<file path="config.mk">
export PLATFORM = sky130hd
export DESIGN_NAME = obpe_coord
export DESIGN_NICKNAME = d
export VERILOG_FILES = /design/src/hdl/obpe_pkg.sv /design/src/hdl/obpe_coord.sv
export SDC_FILE = /design/constraint.sdc
export NUM_CORES = 1
export LEC_CHECK = 0
export ABC_AREA = 1
export BUFFER_PORTS_ARGS = -buffer_cell sky130_fd_sc_hd__buf_2
export CORE_ASPECT_RATIO = 1.2
export CORE_MARGIN = 2
export CORE_UTILIZATION = 28
export DETAILED_ROUTE_END_ITERATION = 7
export GPL_ROUTABILITY_DRIVEN = 0
export PLACE_DENSITY_LB_ADDON = 0.05
export SYNTH_ARGS = -nofsm -noshare
export SYNTH_HDL_FRONTEND = slang
export SYNTH_SLANG_ARGS = --single-unit
</file>
<file path="constraint.sdc">
create_clock -name clk -period 6.13 [get_ports clk]
set_input_delay 0.3065 -clock clk [delete_from_list [all_inputs] [get_ports clk]]
set_output_delay 0.3065 -clock clk [all_outputs]
set_load 0.02 [all_outputs]
</file>
<file path="src/hdl/obpe_pkg.sv">
`timescale 1ns / 1ps
// package: sizes, register codes and shared types of the obstacle boundary point extractor
package obpe_pkg;

  // map size limits and the widths that follow from them
  localparam int MAX_WIDTH  = 1024;
  localparam int MAX_HEIGHT = 1024;
  localparam int COL_W      = $clog2(MAX_WIDTH);
  localparam int DIM_W      = COL_W + 1;
  localparam int ROW_W      = $clog2(MAX_HEIGHT);
  localparam int ROWC_W     = ROW_W + 1;
  localparam int IDX_W      = (COL_W > ROW_W) ? COL_W : ROW_W;

  // field and register widths
  localparam int CFG_DIM_W  = 11;
  localparam int THR_W      = 8;
  localparam int STEP_W     = 10;
  localparam int COORD_W    = 32;
  localparam int SIZE_W     = 24;
  localparam int PROD_W     = IDX_W + SIZE_W;
  localparam int SUM_W      = ((PROD_W > COORD_W) ? PROD_W : COORD_W) + 2;
  localparam int VALUE_W    = 8;
  localparam int OUT_IDX_W  = 10;

  // port widths
  localparam int CFG_ADDR_W  = 3;
  localparam int CFG_DATA_W  = 32;
  localparam int IN_TDATA_W  = 8;
  localparam int OUT_TDATA_W = 88;

  // result queue
  localparam int FIFO_DEPTH = 8;
  localparam int FIFO_PTR_W = $clog2(FIFO_DEPTH);
  localparam int FIFO_CNT_W = FIFO_PTR_W + 1;

  // register reset values
  localparam logic [CFG_DIM_W-1:0]      RST_MAP_WIDTH  = 11'd1024;
  localparam logic [CFG_DIM_W-1:0]      RST_MAP_HEIGHT = 11'd1024;
  localparam logic signed [THR_W-1:0]   RST_THRESHOLD  = 8'sd1;
  localparam logic [STEP_W-1:0]         RST_GRID_STEP  = 10'd20;
  localparam logic signed [COORD_W-1:0] RST_ORIGIN     = '0;
  localparam logic [SIZE_W-1:0]         RST_CELL_SIZE  = 24'd3277;

  // saturation limits of a coordinate
  localparam logic signed [COORD_W-1:0] COORD_MAX = {1'b0, {(COORD_W-1){1'b1}}};
  localparam logic signed [COORD_W-1:0] COORD_MIN = {1'b1, {(COORD_W-1){1'b0}}};

  // configuration register indexes
  typedef enum logic [CFG_ADDR_W-1:0] {
    CFG_MAP_WIDTH      = 3'd0,
    CFG_MAP_HEIGHT     = 3'd1,
    CFG_OBST_THRESHOLD = 3'd2,
    CFG_GRID_STEP      = 3'd3,
    CFG_ORIGIN_X       = 3'd4,
    CFG_ORIGIN_Y       = 3'd5,
    CFG_CELL_SIZE      = 3'd6
  } cfg_reg_t;

  // window fetch sequencer
  typedef enum logic [1:0] {
    ST_FETCH_A,
    ST_FETCH_B,
    ST_RUN
  } fetch_state_t;

  // free bits of one column: row above the decided row, and the decided row
  typedef struct packed {
    logic upper;
    logic center;
  } free_pair_t;

  // control of one window cell
  typedef struct packed {
    logic en;
    logic load_ext;
  } cell_ctrl_t;

  // one finished result
  typedef struct packed {
    logic                        keep;
    logic                        done;
    logic [OUT_IDX_W-1:0]        col;
    logic [OUT_IDX_W-1:0]        row;
    logic signed [COORD_W-1:0]   x;
    logic signed [COORD_W-1:0]   y;
  } result_t;

endpackage

</file>
<file path="src/hdl/obpe_coord.sv">
`timescale 1ns / 1ps
// coordinate unit: origin plus index times cell size, saturated to q16.16, two stages
module obpe_coord import obpe_pkg::*; (
  input  logic                      clk,
  input  logic [IDX_W-1:0]          idx,
  input  logic                      zero,
  input  logic signed [COORD_W-1:0] origin,
  input  logic [SIZE_W-1:0]         cell_size,
  output logic signed [COORD_W-1:0] point
);

  logic [PROD_W-1:0]         prod_r;
  logic                      zero_r;
  logic signed [SUM_W-1:0]   sum;
  logic [SUM_W-COORD_W:0]    sum_hi;
  logic signed [COORD_W-1:0] sat;
  logic signed [COORD_W-1:0] point_r;

  // stage one: product
  always_ff @(posedge clk) begin
    prod_r <= PROD_W'(idx) * PROD_W'(cell_size);
    zero_r <= zero;
  end

  // exact sum, clipped to the signed 32 bit range
  always_comb begin
    sum    = $signed(SUM_W'(origin)) + $signed(SUM_W'(prod_r));
    sum_hi = sum[SUM_W-1:COORD_W-1];
    if ((&sum_hi) || !(|sum_hi)) begin
      sat = sum[COORD_W-1:0];
    end else if (sum[SUM_W-1]) begin
      sat = COORD_MIN;
    end else begin
      sat = COORD_MAX;
    end
  end

  // stage two: result, zero for an undecided cell
  always_ff @(posedge clk) begin
    point_r <= zero_r ? '0 : sat;
  end

  assign point = point_r;

endmodule

</file>
Word-level counts from Yosys, hierarchy flattened:

Cells that the tools add are included.

* logic and storage cells: 11
* output and inout bits: 32
* input bits: 68
* flip-flop bits (word level): 67

* mux-type cells: 2
* reduce and logical (&&, ||, !) cells: 4
* $mul: 1
* add/sub/neg operators: 1

Operators with widths (number)
* 2-to-1 mux 32 bit: 2
* adder 32 x 35 -> 36 bit: 1
* multiplier 10 x 24 -> 34 bit: 1
* AND reduction 5 bit: 1
* OR reduction 5 bit: 1
* logical NOT 1 bit: 1
* logical OR 1 bit: 1

Depth between registers and ports, before layout:

* depth after elaboration: 5
* depth in mapped cells: 24
* gate-level depth less buffers: 23

Worst setup path before layout:

Ideal clock, no wire load.

* kind: input -> register
* start: input port cell_size[7]
* end: register prod_r[30]
* arrival time: 4.834 ns
* required time: 6.058 ns
* buffers on the path: 1
* stages on the path: 24
* library setup time: 0.072 ns
* slack: 1.224 ns
* path through: clkbuf_1 -> nand2_1 -> fa_1 -> inv_1 -> fa_1 -> inv_1 -> fa_1 -> inv_1 -> fa_1 -> inv_1 -> fa_1 -> inv_1 -> ha_1 -> nand2_1 -> nor2_1 -> nand3_1 -> nand3_1 -> nand2_1 -> nand2_1 -> a21oi_1 -> o21ai_0 -> nand2_1 -> nand2_1 -> xor2_1

* cells in the longest elaborated chain, start to end: 1

RTL lines
* start: declaration: RTL line obpe_coord.sv:8 `input logic [SIZE_W-1:0] cell_size,`
* multiplier 10 x 24 -> 34 bit: RTL line obpe_coord.sv:21 `prod_r <= PROD_W'(idx) * PROD_W'(cell_size);`
* end signal: assignment: RTL line obpe_coord.sv:21
* end: declaration: RTL line obpe_coord.sv:12 `logic [PROD_W-1:0] prod_r;`

No other way between the ends.
A chain may end at the register's enable or synchronous reset.

Worst setup path in the final report:

* start: input port idx[1]
* end: register prod_r[33]

* cells in the longest elaborated chain, start to end: 1

RTL lines
* start: declaration: RTL line obpe_coord.sv:5 `input logic [IDX_W-1:0] idx,`
* multiplier 10 x 24 -> 34 bit: RTL line obpe_coord.sv:21

No other way between the ends.

==> summary.md <==
| Metric | Value |
|---|---|
| Yosys cell types | 43 |
| Routed vias/inst | around 4.3 |
| Slew @ Worst Pin | between 0.9 and 1 ns |
| Post-route insts no fill | ~2200 |
| Synth cell count leaders | 473 x nand2_1, 362 x inv_1, 175 x fa_1 |
| Gate count of the mapped netlist | 1603 |
| Final setup violation count | 0 |
| Diode count | 0 |
| Worst r2r src | prod_r[0] |
| DR WL/cell | 15.22 µm |
| Final wirelength | between 30000 and 40000 µm |
| Slowest stage cell on the critical path | fa_1 |
| Core region area | just over 40000 µm² |
| Crit-path max cell delay | approximately 0.57 ns |
| Maximum root-to-sink buffer count | 2 |
| Ranking of synthesized cells by area | fa_1 30%, nand2_1 15%, inv_1 12%, dfxtp_1 11%, ha_1 11% |
| Nets | 2010 |
| Final Cycle Share | 0.8788 |
| HPWL Detailed | between 20000 and 30000 µm |
| CP Launch Point | idx[1] |
| Status | finished, final reports clean |
| Pwr/cell area | between 500 and 600 nW/µm² |
| Die Area | about 43000 µm² |
| Sequential area share after synthesis | 0.1146 |
| Share of cells above drive strength 1 | 0.09532 |
| Cell taking the most area after synthesis | fa_1 |
| Postcts setup bufs | 0 |
| Global-route wire length before repair | between 50000 and 60000 µm |
| Worst-path clk slew | approximately 0.05 ns |
| Total congestion overflow | 0 |
| Synth Cell Area | 11700 µm² |
| Post-route minimum period | approximately 5.4 ns |
| Critical-path cell list | buf_2, nand2_1, fa_1, inv_1, fa_1, inv_1, fa_1, inv_1, fa_1, inv_1, fa_1, inv_1, ha_1, nand2_1, nor4_1, nand3_1, nand3_1, a21oi_1, xor2_1 |
| Die width | approximately 190 µm |
| Static leakage | ~7.5 nW |
| Largest net degree at the start of global routing | 32 |
| Peak supply drop | 189.6 µV |
| Count leader, synth | nand2_1 |
| # clock sinks | 67 |
| Footprint of the multi-input gates | ~9000 µm² |
| Fillcell total | approximately 4700 |
| Post-CTS Hold Buffers | 0 |
| Via Count | between 9000 and 10000 |
| Worst Hold Class | in2reg |
| Post-synth EDFFs | 0 |
| Drt first pass iters | 6 |
| Crit Path Max Fanout | 24 |
| RSZ-0062 raised after global routing | no |
| Placed Instances | 2198 |
| Antenna viol nets, final | 0 |
| Layout overhead on the synthesized area | 10.59% |
| Vias in the first global route | approximately 11000 |
| Die Ht | 228.0 µm |
| Cell row count | just over 80 |
| Syn Nets | around 2000 |
| Root Buffer | clkbuf_16 |
| Hold Violations, Final | 0 |
| Max_slew headroom | 0.3697 |
| Skew-Pair Late Insertion Delay | about 0.35 ns |
| CP startpoint kind | input port |
| Required time worst endpoint | around 6.4 ns |
| GR Util All Layers | 0.1618 |
| Fmax | 185.6 MHz |
| Number of synthesized register bits | 67 |
| Crit end category | flip-flop |
| Post-synth ARST share | 0 |
| Mapped Avg Cell Area | roughly 7.3 µm² |
| Detailed-route DRC error count | 0 |
| Maximum Capacitance Violations | 0 |
| Setup TNS | 0 ns |
| # IOs | 100 |
| Port bufs | roughly 100 |
| Critical Path AT | 5.61 ns |
| CTS tree | done |
| Post-CTS Resized | 0 |
| Hold_sp | zero |
| Synth Flop Type | dfxtp_1 |
| CTS HTree Levels | 3 |
| Worst Clk Skew | approximately 0.0056 ns |
| CTS Buf Count | 9 |
| Number of antenna violations at the first check in global routing | 0 |
| Crit path kind | in2reg |
| Starting Density | 0.2817 |
| FF+latch area | between 1000 and 1500 µm² |
| Slew Limit Fails | 0 |
| Yosys warns | 0 |
| Drt initial violations | 365 |
| Top-area cell type share of the netlist area | 0.2993 |
## flip-flops by register name (all words and copies together) (netlist names)
register  flops
point        32
prod_r       34
zero_r        1
## per-layer routing
layer,vias up,track usage,routed length (µm)
met5,-,0,0
met4,0,0.03246,445
met3,28,0.01431,776
met2,130,0.2917,16600
met1,4509,0.2092,15870
li1,4871,-,-
## cell type report
type                    instances  area share
multi-input cells            1114      0.6754
clock inverters                 2   0.0007732
clock buffers                  14     0.02039
well taps                     546     0.05277
inverters                     369      0.1070
flip-flops and latches         67      0.1036
repair buffers                102     0.04002
## power by group
group | leakage, nW | total [mW] | switching (mW) | internal (mW)
sequential | 0.563 | 0.772 | 0.0617 | 0.710
clock | 0.137 | 0.468 | 0.174 | 0.294
combinational | 6.80 | 5.86 | 3.71 | 2.16
total | 7.50 | 7.10 | 3.94 | 3.16
## cells in the final DEF (no fill, tap or decap), drive strengths merged, types with 6 or more instances in the layout
master	synthesis	layout
nand2	486	486
nor3	10	10
o21ai	21	21
nor2	77	77
buf	12	102
xnor2	23	23
a31oi	6	6
xor2	38	38
fa	175	175
nand3	29	29
inv	368	368
o21bai	10	10
a21oi	106	106
clkbuf	41	14
ha	104	104
dfxtp	67	67
## metrics by stage
stage                     total power [mW]  instance area (µm²)  hold slack, ns  worst slack, ns  utilization
after CTS                            7.252                12940         0.05130           0.7857       0.3115
final                                7.104                12940         0.06903           0.7431       0.3115
after global routing                 8.077                12940         0.05369           0.4406       0.3115
after detailed placement             6.738                12670          0.4191           0.4409       0.3049
after global placement               6.725                12670          0.4119           0.3980       0.3049
after floorplan                      5.236                11710          0.3342            1.224            -
## path summary, 6_finish.rpt
check,cells past startpoint,endpoint,slack [ns]
setup / recovery,19,prod_r[33],0.74
setup reg to reg,18,point[0],2.85
hold / removal,1,zero_r,0.07
hold reg to reg,3,point[1],0.66
## worst max-delay path, delay by kind of cell
family | cells | cell delay (ns)
xor+xnor | 1 | 0.15
simple gates | 5 | 1.33
fa+ha+maj | 6 | 2.95
buf+inv | 6 | 0.70
compound gates | 1 | 0.13
## cell families (layout without fill, tap and decap cells)
kind of cell    count (synthesis)  in the layout  synth area share
xor+xnor                       61             61           0.04629
flops                          67             67            0.1146
simple gates                  617            617            0.2136
buf+inv                       422            487            0.1384
compound gates                157            157           0.07664
fa+ha+maj                     279            279            0.4105
(Power assumes the default switching activity.)
